**config.mk**
```make
export PLATFORM = sky130hd
export DESIGN_NAME = refcounted_handle_cache_flat
export DESIGN_NICKNAME = d
export VERILOG_FILES = /design/src/design/rhc_pkg.sv /design/src/design/rhc_if.sv /design/src/design/refcounted_handle_cache.sv /design/src/flat_wrapper.sv
export SDC_FILE = /design/constraint.sdc
export NUM_CORES = 2
export LEC_CHECK = 0
export BUFFER_PORTS_ARGS = -buffer_cell sky130_fd_sc_hd__buf_4
export CELL_PAD_IN_SITES_DETAIL_PLACEMENT = 1
export CELL_PAD_IN_SITES_GLOBAL_PLACEMENT = 1
export CORE_UTILIZATION = 40
export CTS_BUF_LIST = sky130_fd_sc_hd__clkbuf_8
export DETAILED_ROUTE_END_ITERATION = 8
export HOLD_SLACK_MARGIN = 0.02
export PLACE_DENSITY_LB_ADDON = 0.1
export SYNTH_ARGS = -nofsm -noshare
export SYNTH_HDL_FRONTEND = slang
export SYNTH_SLANG_ARGS = --single-unit
```
**constraint.sdc**
```tcl
create_clock -name i_clk -period 10.69 [get_ports i_clk]
set_clock_uncertainty 0.15 [all_clocks]
set_input_delay 1.069 -clock i_clk [delete_from_list [all_inputs] [get_ports i_clk]]
set_output_delay 1.069 -clock i_clk [all_outputs]
set_load 0.01 [all_outputs]
```
**src/design/rhc_pkg.sv**
```systemverilog
// Shared constants and types for the reference-counted handle cache.
`timescale 1ns / 1ps

package rhc_pkg;

    // Table geometry.
    localparam int ENTRIES  = 16;
    localparam int REF_BITS = 16;
    localparam int IDX_W    = $clog2(ENTRIES);

    // Field widths of the request and response beats.
    localparam int OP_W       = 2;
    localparam int COLL_W     = 32;
    localparam int KEY_W      = 64;
    localparam int STATUS_W   = 3;
    localparam int SLOT_OUT_W = 4;
    localparam int REFS_OUT_W = 16;

    typedef enum logic [OP_W-1:0] {
        OP_GET    = 2'd0,
        OP_PUT    = 2'd1,
        OP_REMOVE = 2'd2
    } t_op;

    typedef enum logic [STATUS_W-1:0] {
        ST_OK        = 3'd0,
        ST_NOT_FOUND = 3'd1,
        ST_BUSY      = 3'd2,
        ST_NO_MATCH  = 3'd3,
        ST_FULL      = 3'd4
    } t_status;

endpackage

```
**src/design/rhc_if.sv**
```systemverilog
// Request and response channel interfaces of the handle cache.
`timescale 1ns / 1ps

interface rhc_req_if;
    logic                        valid;
    logic                        ready;
    logic [rhc_pkg::OP_W-1:0]    operation;
    logic [rhc_pkg::COLL_W-1:0]  collection;
    logic [rhc_pkg::KEY_W-1:0]   object_key;
    logic                        create;
    logic                        exists;

    modport source (output valid, operation, collection, object_key, create, exists,
                    input ready);
    modport sink   (input valid, operation, collection, object_key, create, exists,
                    output ready);
endinterface

interface rhc_rsp_if;
    logic                            valid;
    logic                            ready;
    logic [rhc_pkg::STATUS_W-1:0]    status;
    logic [rhc_pkg::SLOT_OUT_W-1:0]  slot;
    logic                            hit;
    logic                            evicted;
    logic [rhc_pkg::REFS_OUT_W-1:0]  references;

    modport source (output valid, status, slot, hit, evicted, references,
                    input ready);
    modport sink   (input valid, status, slot, hit, evicted, references,
                    output ready);
endinterface

```
**src/design/refcounted_handle_cache.sv**
```systemverilog
// Top level of the reference-counted handle cache: table, scan sequencer and result register.
`timescale 1ns / 1ps

// The cache holds ENTRIES open objects, each keyed by a collection id and a 64-bit handle,
// with a valid bit and a saturating reference count. A request beat is taken only while
// the block is idle; a single 96-bit key comparator then walks the table one slot per
// cycle, noting the first matching slot, the first free slot and the first valid slot
// with no references. The update state then applies the get, put or remove to the chosen
// slot and loads the response register. The next request is taken in the cycle after the
// response beat leaves. Among candidates of one kind the lowest slot index wins. The valid
// bits are cleared by reset; keys and counts are only looked at in valid slots, so they
// need no clearing.
module refcounted_handle_cache (
    input  logic       i_clk,
    input  logic       i_rst_n,
    rhc_req_if.sink    i_req,
    rhc_rsp_if.source  o_rsp
);

    typedef enum logic [3:0] {
        S_IDLE   = 4'b0001,
        S_SCAN   = 4'b0010,
        S_UPDATE = 4'b0100,
        S_DONE   = 4'b1000
    } t_state;

    t_state r_state, n_state;

    // Table storage.
    logic [rhc_pkg::ENTRIES-1:0]  r_valid;
    logic [rhc_pkg::COLL_W-1:0]   r_coll_tab [rhc_pkg::ENTRIES];
    logic [rhc_pkg::KEY_W-1:0]    r_key_tab  [rhc_pkg::ENTRIES];
    logic [rhc_pkg::REF_BITS-1:0] r_refs_tab [rhc_pkg::ENTRIES];

    // Captured request.
    logic [rhc_pkg::OP_W-1:0]   r_op;
    logic [rhc_pkg::COLL_W-1:0] r_coll;
    logic [rhc_pkg::KEY_W-1:0]  r_key;
    logic                       r_create;
    logic                       r_exists;

    // Scan position and what the walk has found so far.
    logic [rhc_pkg::IDX_W-1:0]    r_idx;
    logic                         r_found;
    logic [rhc_pkg::IDX_W-1:0]    r_match_idx;
    logic [rhc_pkg::REF_BITS-1:0] r_match_refs;
    logic                         r_free_ok;
    logic [rhc_pkg::IDX_W-1:0]    r_free_idx;
    logic                         r_zero_ok;
    logic [rhc_pkg::IDX_W-1:0]    r_zero_idx;

    // Response register.
    logic [rhc_pkg::STATUS_W-1:0]   r_status;
    logic [rhc_pkg::SLOT_OUT_W-1:0] r_slot;
    logic                           r_hit;
    logic                           r_evicted;
    logic [rhc_pkg::REFS_OUT_W-1:0] r_refs_out;

    logic req_take;
    logic rsp_take;
    logic scan_last;
    logic scan_valid;
    logic scan_match;
    logic scan_zero;

    // Update decision.
    logic [rhc_pkg::STATUS_W-1:0] n_status;
    logic [rhc_pkg::IDX_W-1:0]    n_slot_idx;
    logic                         n_hit;
    logic                         n_evicted;
    logic [rhc_pkg::REF_BITS-1:0] n_refs;
    logic                         wr_refs_en;
    logic                         wr_valid_en;
    logic                         wr_valid_val;
    logic                         wr_key_en;
    logic [rhc_pkg::IDX_W-1:0]    wr_idx;
    logic                         pick_ok;
    logic [rhc_pkg::IDX_W-1:0]    pick_idx;
    logic                         refs_full;

    assign req_take  = i_req.valid && i_req.ready;
    assign rsp_take  = o_rsp.valid && o_rsp.ready;
    assign scan_last = (r_idx == rhc_pkg::IDX_W'(rhc_pkg::ENTRIES - 1));

    // The shared comparator: one slot per cycle against the captured key.
    assign scan_valid = r_valid[r_idx];
    assign scan_match = scan_valid && (r_coll_tab[r_idx] == r_coll)
                        && (r_key_tab[r_idx] == r_key);
    assign scan_zero  = scan_valid && (r_refs_tab[r_idx] == '0);

    assign i_req.ready = (r_state == S_IDLE);

    assign o_rsp.valid      = (r_state == S_DONE);
    assign o_rsp.status     = r_status;
    assign o_rsp.slot       = r_slot;
    assign o_rsp.hit        = r_hit;
    assign o_rsp.evicted    = r_evicted;
    assign o_rsp.references = r_refs_out;

    always_comb begin
        n_state = r_state;
        case (r_state)
            S_IDLE:   if (req_take) n_state = S_SCAN;
            S_SCAN:   if (scan_last) n_state = S_UPDATE;
            S_UPDATE: n_state = S_DONE;
            S_DONE:   if (rsp_take) n_state = S_IDLE;
            default:  n_state = S_IDLE;
        endcase
    end

    // On a get miss an invalid slot is preferred over evicting an unreferenced one.
    assign pick_ok   = r_free_ok || r_zero_ok;
    assign pick_idx  = r_free_ok ? r_free_idx : r_zero_idx;
    assign refs_full = (r_match_refs == '1);

    always_comb begin
        n_status     = rhc_pkg::ST_NO_MATCH;
        n_slot_idx   = '0;
        n_hit        = 1'b0;
        n_evicted    = 1'b0;
        n_refs       = '0;
        wr_refs_en   = 1'b0;
        wr_valid_en  = 1'b0;
        wr_valid_val = 1'b0;
        wr_key_en    = 1'b0;
        wr_idx       = r_match_idx;
        case (r_op)
            rhc_pkg::OP_GET: begin
                if (r_found) begin
                    n_slot_idx = r_match_idx;
                    n_hit      = 1'b1;
                    if (refs_full) begin
                        // Count is saturated: report busy and leave it.
                        n_status = rhc_pkg::ST_BUSY;
                        n_refs   = r_match_refs;
                    end else begin
                        n_status   = rhc_pkg::ST_OK;
                        n_refs     = r_match_refs + 1'b1;
                        wr_refs_en = 1'b1;
                    end
                end else if (!pick_ok) begin
                    n_status = rhc_pkg::ST_FULL;
                end else begin
                    n_slot_idx  = pick_idx;
                    n_evicted   = !r_free_ok;
                    wr_idx      = pick_idx;
                    wr_valid_en = 1'b1;
                    wr_refs_en  = 1'b1;
                    if (r_exists || r_create) begin
                        n_status     = rhc_pkg::ST_OK;
                        n_refs       = rhc_pkg::REF_BITS'(1);
                        wr_valid_val = 1'b1;
                        wr_key_en    = 1'b1;
                    end else begin
                        // The chosen slot is still vacated, even when nothing is installed.
                        n_status = rhc_pkg::ST_NOT_FOUND;
                    end
                end
            end
            rhc_pkg::OP_PUT: begin
                if (r_found) begin
                    n_status   = rhc_pkg::ST_OK;
                    n_slot_idx = r_match_idx;
                    n_hit      = 1'b1;
                    n_refs     = (r_match_refs == '0) ? '0 : r_match_refs - 1'b1;
                    wr_refs_en = 1'b1;
                end
            end
            rhc_pkg::OP_REMOVE: begin
                if (r_found && (r_match_refs != '0)) begin
                    n_status   = rhc_pkg::ST_BUSY;
                    n_slot_idx = r_match_idx;
                    n_hit      = 1'b1;
                    n_refs     = r_match_refs;
                end else begin
                    n_status    = r_exists ? rhc_pkg::ST_OK : rhc_pkg::ST_NOT_FOUND;
                    n_slot_idx  = r_found ? r_match_idx : '0;
                    n_hit       = r_found;
                    wr_valid_en = r_found;
                    wr_refs_en  = r_found;
                end
            end
            default: begin
                n_status = rhc_pkg::ST_NO_MATCH;
            end
        endcase
    end

    // Control state.
    always_ff @(posedge i_clk) begin
        if (!i_rst_n) begin
            r_state <= S_IDLE;
            r_valid <= '0;
        end else begin
            r_state <= n_state;
            if ((r_state == S_UPDATE) && wr_valid_en) begin
                r_valid[wr_idx] <= wr_valid_val;
            end
        end
    end

    // Datapath registers; none of these is read before the sequencer has loaded it.
    always_ff @(posedge i_clk) begin
        if (req_take) begin
            r_op         <= i_req.operation;
            r_coll       <= i_req.collection;
            r_key        <= i_req.object_key;
            r_create     <= i_req.create;
            r_exists     <= i_req.exists;
            r_idx        <= '0;
            r_found      <= 1'b0;
            r_free_ok    <= 1'b0;
            r_zero_ok    <= 1'b0;
            r_match_idx  <= '0;
            r_match_refs <= '0;
            r_free_idx   <= '0;
            r_zero_idx   <= '0;
        end
        if (r_state == S_SCAN) begin
            r_idx <= r_idx + 1'b1;
            if (scan_match && !r_found) begin
                r_found      <= 1'b1;
                r_match_idx  <= r_idx;
                r_match_refs <= r_refs_tab[r_idx];
            end
            if (!scan_valid && !r_free_ok) begin
                r_free_ok  <= 1'b1;
                r_free_idx <= r_idx;
            end
            if (scan_zero && !r_zero_ok) begin
                r_zero_ok  <= 1'b1;
                r_zero_idx <= r_idx;
            end
        end
        if (r_state == S_UPDATE) begin
            if (wr_refs_en) begin
                r_refs_tab[wr_idx] <= n_refs;
            end
            if (wr_key_en) begin
                r_coll_tab[wr_idx] <= r_coll;
                r_key_tab[wr_idx]  <= r_key;
            end
            r_status   <= n_status;
            r_slot     <= rhc_pkg::SLOT_OUT_W'(n_slot_idx);
            r_hit      <= n_hit;
            r_evicted  <= n_evicted;
            r_refs_out <= rhc_pkg::REFS_OUT_W'(n_refs);
        end
    end

endmodule

```
**src/flat_wrapper.sv**
```systemverilog
// flat-port wrapper written by rule: the top's interface ports become plain ports
module refcounted_handle_cache_flat 
  (i_clk, i_rst_n, i_req_valid, i_req_operation, i_req_collection, i_req_object_key, i_req_create, i_req_exists, i_req_ready, o_rsp_valid, o_rsp_status, o_rsp_slot, o_rsp_hit, o_rsp_evicted, o_rsp_references, o_rsp_ready);
  rhc_req_if i_req_i ();
  rhc_rsp_if o_rsp_i ();
  input  logic i_clk;
  input  logic i_rst_n;
  input wire logic [$bits(i_req_i.valid)-1:0] i_req_valid;
  input wire logic [$bits(i_req_i.operation)-1:0] i_req_operation;
  input wire logic [$bits(i_req_i.collection)-1:0] i_req_collection;
  input wire logic [$bits(i_req_i.object_key)-1:0] i_req_object_key;
  input wire logic [$bits(i_req_i.create)-1:0] i_req_create;
  input wire logic [$bits(i_req_i.exists)-1:0] i_req_exists;
  output wire logic [$bits(i_req_i.ready)-1:0] i_req_ready;
  output wire logic [$bits(o_rsp_i.valid)-1:0] o_rsp_valid;
  output wire logic [$bits(o_rsp_i.status)-1:0] o_rsp_status;
  output wire logic [$bits(o_rsp_i.slot)-1:0] o_rsp_slot;
  output wire logic [$bits(o_rsp_i.hit)-1:0] o_rsp_hit;
  output wire logic [$bits(o_rsp_i.evicted)-1:0] o_rsp_evicted;
  output wire logic [$bits(o_rsp_i.references)-1:0] o_rsp_references;
  input wire logic [$bits(o_rsp_i.ready)-1:0] o_rsp_ready;
  assign i_req_i.valid = i_req_valid;
  assign i_req_i.operation = i_req_operation;
  assign i_req_i.collection = i_req_collection;
  assign i_req_i.object_key = i_req_object_key;
  assign i_req_i.create = i_req_create;
  assign i_req_i.exists = i_req_exists;
  assign i_req_ready = i_req_i.ready;
  assign o_rsp_valid = o_rsp_i.valid;
  assign o_rsp_status = o_rsp_i.status;
  assign o_rsp_slot = o_rsp_i.slot;
  assign o_rsp_hit = o_rsp_i.hit;
  assign o_rsp_evicted = o_rsp_i.evicted;
  assign o_rsp_references = o_rsp_i.references;
  assign o_rsp_i.ready = o_rsp_ready;
  refcounted_handle_cache u_core (.i_clk(i_clk), .i_rst_n(i_rst_n), .i_req(i_req_i), .o_rsp(o_rsp_i));
endmodule
```
======== After elaboration in Yosys (flattened, before gate mapping) ========
Memory sizes are Yosys's and may differ from the RTL's. A register that Yosys moved wholly into a read port is not among the register bits.
Cells that the tools add are included.
word-level totals
  bits in registers ....................... 180
  RAM bits ................................ 1792
  input bits .............................. 104
  logic and storage cells ................. 149
  memories ................................ 3
memory list
  memory             words  bits a word  read ports  clocked after Yosys merged registers in  write ports  RTL line                       source
  u_core.r_key_tab   16     64           1           1                                        1            refcounted_handle_cache.sv:32  logic [rhc_pkg::KEY_W-1:0] r_key_tab [rhc_pkg::ENTRIES];
  u_core.r_coll_tab  16     32           1           1                                        1            refcounted_handle_cache.sv:31  logic [rhc_pkg::COLL_W-1:0] r_coll_tab [rhc_pkg::ENTRIES];
  u_core.r_refs_tab  16     16           1           1                                        1            refcounted_handle_cache.sv:33  logic [rhc_pkg::REF_BITS-1:0] r_refs_tab [rhc_pkg::ENTRIES];
operators by class
  add/subtract/negate cells ............... 3
  $lt $le $gt $ge ......................... 3
  equality and inequality tests ........... 13
  mux-type cells .......................... 80
  bitwise logic cells ..................... 2
  reduce and logical (&&, ||, !) cells .... 25
operator list
  operator                                              number
  2-to-1 mux 16 bit                                     9
  2-to-1 mux 4 bit                                      25
  equality test 64 bit                                  1
  case mux 16 bit (3 select lines)                      1
  equality test 32 bit                                  1
  logical NOT 16 bit                                    2
  2-to-1 mux 1 bit                                      31
  adder 16 x 1 -> 16 bit (second input constant)        1
  bitwise mux 16 bit                                    1
  equality test 16 bit (second input constant)          1
  case mux 4 bit (4 select lines)                       1
  nonzero test 16 bit                                   1
  subtractor 16 x 1 -> 16 bit (second input constant)   1
  case mux 4 bit (3 select lines)                       1
  logical AND 1 bit                                     11
  < comparator 4 x 5 -> 1 bit (second input constant)   2
  2-to-1 mux 3 bit                                      3
  case mux 3 bit (3 select lines)                       1
  equality test 4 bit (second input constant)           2
  adder 4 x 1 -> 4 bit (second input constant)          1
  binary-select mux 1 bit (select 4 bit)                1
  demux 1 bit (select 4 bit)                            1
  equality test 4 x 1 -> 1 bit (second input constant)  1
  equality test 4 x 2 -> 1 bit (second input constant)  1
  17 further kinds                                      25

======== Logic depth before layout (Yosys ltp) ========
  depth after elaboration ................. 9
  gate-level depth with buffers ........... 16
  gate-level depth less buffers ........... 11

======== Least setup slack after synthesis ========
Ideal clock, no wire load.
  path type ............................... register -> register
  start point ............................. register u_core.r_op[0] in the netlist's numbering
  end point ............................... memory u_core.r_coll_tab[1][0] in the netlist's numbering, enable pin
  library setup time ...................... 0.552 ns
  data arrival time ....................... 5.868 ns
  data required time ...................... 9.988 ns
  slack ................................... 4.120 ns
  cell stages (with the launch flop) ...... 9
  path buffers ............................ 3
  period minus slack after synthesis ...... 6.570 ns
  cell sequence ........................... edfxtp_1 -> clkbuf_1 -> nor3_1 -> o21ai_1 -> clkbuf_1 -> nor2_1 -> nand2_1 -> clkbuf_1 -> nor2_1
between the ends
  cells in the longest elaborated chain, start to end .. 5
  elaborated cells between the ends (all ways) .. 6
  classes of those cells .................. 5 x mux; 1 x reduce/logical
RTL lines
  what                                    RTL line                        source
  start: declaration                      refcounted_handle_cache.sv:36   logic [rhc_pkg::OP_W-1:0] r_op;
  start signal: assignment                refcounted_handle_cache.sv:205  r_op <= i_req.operation;
  logical NOT 2 bit (*)                   refcounted_handle_cache.sv:127  case (r_op)
  2-to-1 mux 1 bit                        refcounted_handle_cache.sv:127
  2-to-1 mux 1 bit                        refcounted_handle_cache.sv:239  if (wr_key_en) begin
  2-to-1 mux 1 bit                        refcounted_handle_cache.sv:235  if (r_state == S_UPDATE) begin
  2-to-1 mux 1 bit (not written as such)  refcounted_handle_cache.sv:240  r_coll_tab[wr_idx] <= r_coll;
  end: declaration                        refcounted_handle_cache.sv:31
Every way passes the cells marked *; elsewhere a longest branch is shown, timed or not.

==> flow_metrics.env <==
export IMPL_finalHoldViolations=0
export IMPL_endpoint_kind="flop"
export IMPL_drive_gt1_share_pct=24.62
export IMPL_clockRootBuffer="clkbuf_8"
export IMPL_grt_use_met2_pct=36.95
export IMPL_grt_max_degree=111
export IMPL_hold_path_class="input port to flop"
export IMPL_num_rows=162
export IMPL_ys_ff_latch=1976
export IMPL_ys_async_sr_fraction_pct=0
export IMPL_drt_iter0_drc=3366
export IMPL_setup_violations=0
export IMPL_grt_pass1_wl_um=319800
export IMPL_ys_seq_area_share_pct=75.04
export IMPL_syn_area_um2=78340
export IMPL_cts_hold_buf=97
export IMPL_clock_latency_ns=1.04
export IMPL_busiest_layer="met2"
export IMPL_rsz0062_at_grt="no"
export IMPL_drt_wl_total_um=225800
export IMPL_dpl_cell_count=6573
export IMPL_synth_area_top_cells="edfxtp_1 (74%), mux4_2 (11%), mux2i_1 (3.5%), dfxtp_1 (1.4%), xnor2_1 (0.72%)"
export IMPL_dieArea_um2=197600
export IMPL_post_drt_wl_per_cell_um=31.00
export IMPL_via_per_inst=5.571
export IMPL_hpwl_um=122400
export IMPL_path_class="flop to flop"
export IMPL_slew_viol_final=0
export IMPL_hp_start="i_req_object_key[29]"
export IMPL_drt_first_pass_iters=7
export IMPL_gp_congestion=0.8767
export IMPL_status="finished with violations"
export IMPL_syn_to_final_growth_pct=14.53
export IMPL_synth_commonest_cells="edfxtp_1 (1921), mux4_2 (382), mux2i_1 (270)"
export IMPL_n_fill_cell=18115
export IMPL_synth_area_per_cell_um2=20.16
export IMPL_cts_buffers=359
export IMPL_min_to="u_core.r_key[29]"
export IMPL_die_x_um=444.5
export IMPL_port_buffers=130
export IMPL_max_slew_margin_pct=12.62
export IMPL_crit_fanout=46
export IMPL_layout_nets=4515
export IMPL_ctsResizeCount=0
export IMPL_gr_total_overflow=0
export IMPL_track_usage_pct=22.77
export IMPL_holdPathStages=1
export IMPL_finalNonFillerCells=7284
export IMPL_yosysWarnings=0
export IMPL_finalSetupTns_ns=0
export IMPL_vias=40582
export IMPL_grt_pass1_vias=42338
export IMPL_post_route_min_period_ns=6.236
export IMPL_power_density_nw_per_um2=186.4
export IMPL_ff_latch_area_um2=58800
export IMPL_antenna_found_initial=5
export IMPL_synth_top_area_share_pct=73.64
export IMPL_multiInputGateArea_um2=18220
export IMPL_dieHeight_um=444.5
export IMPL_leakage_nw=28.45
export IMPL_post_cts_setup_buffers=0
export IMPL_start_kind="flop"
export IMPL_r2r_end="u_core.r_match_refs[15]"
export IMPL_max_cap_violations=0
export IMPL_synth_most_common_cell="edfxtp_1"
export IMPL_synth_top_area_cell="edfxtp_1"
export IMPL_synthesis_instances=3886
export IMPL_core_area_um2=194800
export IMPL_met1_usage_pct=31.88
export IMPL_tightest_slew_ns=1.311
export IMPL_worstPathRequired_ns=11.45
export IMPL_yosysUniqueCellTypes=90
export IMPL_p_total_mw=16.73
export IMPL_rrSetupSlack_ns=4.45
export IMPL_ctsLongestPathBuffers=4
export IMPL_violations="DRC"
export IMPL_fmax_mhz=160.4
export IMPL_finalCritPeriodShare_pct=58.33
export IMPL_synth_edf_count=1921
export IMPL_cts_tree="built"
export IMPL_syn_num_nets=3993
export IMPL_utilization_pct=46.06
export IMPL_rr_worst_depth=12
export IMPL_start_util_pct=40.22
export IMPL_io_pins=131
export IMPL_drc=3
export IMPL_use_met3_pct=3.662
export IMPL_ant_nets=0
export IMPL_cts_sinks=1976
export IMPL_ys_flop_type="edfxtp_1"
export IMPL_clk_pin_slew_ns=0.05
export IMPL_cts_htree_levels=5
export IMPL_irDropWorstVdd_uv=135.6
export IMPL_arrival_ns=7.00
kinds of logic (layout without fill, tap and decap cells):
| group | Yosys count | in the layout | synth area share [%] |
|---|---|---|---|
| XOR/XNOR | 101 | 101 | 1.129 |
| other | 0 | 5 | 0 |
| buffers and inverters | 236 | 1005 | 1.875 |
| AO/OA/AOI/OAI | 400 | 400 | 3.618 |
| AND/OR/NAND/NOR | 455 | 455 | 2.856 |
| flip-flops | 1976 | 1976 | 75.04 |
| adder cells (fa/ha/maj) | 3 | 3 | 0.04792 |
| multiplexers | 715 | 715 | 15.43 |
flip-flops by register name, indices dropped and copies added, names as in the netlist, 16 cells and up, named ones only:
signal and cells:
u_core.r_match_refs 16, u_core.r_key_tab 1024, u_core.r_key 64, u_core.r_refs_tab 256, u_core.o_rsp.references 16, u_core.r_coll_tab 512, u_core.r_coll 32, u_core.r_valid 16
critical path, cell delays in order, from the launching register on:
cell and delay (ns):
dfxtp_4 0.67, buf_4 0.65, buf_4 0.80, mux2_2 0.42, o22ai_1 0.39, o32ai_1 0.18, a211oi_1 0.52, a32oi_1 0.17
a2111oi_0 0.43, nand4_1 0.21, nor4_4 0.52, buf_4 0.46, mux2_2 0.38
per-stage QoR:
stage	cell area [um2]	hold slack (ns)	worst slack, ns
after floorplan	78340	0.2904	4.120
after global placement	82600	0.2976	4.298
after detailed placement	82600	0.3069	4.384
after CTS	89700	0.02587	4.381
after global routing	89710	0.05000	4.089
final	89720	0.1100	4.454
placed cells by master, fill, tap and decap left out, types with 11 or more instances in the layout:
master,synthesis,routed
edfxtp_1,1921,1921
mux4_2,382,382
clkbuf_8,0,367
mux2i_1,270,270
buf_4,27,239
inv_1,43,162
nand2_1,135,135
dlygate4sd3_1,0,97
nor2_1,115,96
clkinv_1,0,87
xnor2_1,64,64
o21ai_0,59,59
a21oi_1,56,55
dfxtp_1,55,51
mux2_2,46,46
a22oi_1,45,45
o22ai_1,38,38
nor3_1,37,37
xor2_1,37,37
nand3_1,32,32
a221oi_1,27,27
and2_1,26,26
a22o_1,23,23
clkinv_2,0,23
a21boi_0,17,17
a211oi_1,17,17
nand4_1,16,16
nor2_4,0,16
buf_12,6,16
nor2b_1,17,15
mux2_4,15,15
nor4_1,13,13
a21o_1,12,12
a31oi_1,11,11
power breakdown:
group,switching [mW],leakage (nW),internal [mW],total (mW)
clock network,3.07,3.59,3.27,6.34
logic,1.01,7.46,0.657,1.67
registers,0.154,17.4,8.57,8.73
how the worst max path moves through the flow:
stage | slack [ns] | endpoint | start | cells past startpoint
6_report | 4.45 | u_core.r_match_refs[15] | flop | 12
5_1_grt | 4.09 | u_core.r_match_refs[15] | flop | 12
2_1_floorplan | 4.12 | u_core.r_coll_tab[1][0] | u_core.r_op[0] | 8
4_1_cts | 4.38 | u_core.r_match_refs[15] | flop | 12
3_5_place_dp | 4.38 | u_core.r_match_refs[15] | flop | 12
3_3_place_gp | 4.30 | u_core.r_match_refs[15] | flop | 12
layer usage:
layer / part of all wire [%] / wire length [um] / vias to the layer above
li1: - / - / 17136
met1: 45 / 100700 / 21958
met2: 48 / 109400 / 1114
met3: 4.5 / 10220 / 374
met4: 2.4 / 5480 / 0
met5: 0 / 0 / -
final cells by class:
class / count / area share (%)
inverters: 44 / 0.1952
repair buffers: 353 / 3.445
multi-input cells: 1674 / 20.31
diodes: 5 / 0.01395
clock inverters: 241 / 1.205
flip-flops and latches: 1976 / 65.54
clock buffers: 367 / 5.630
well taps: 2624 / 3.659
(Power assumes the default switching activity.)
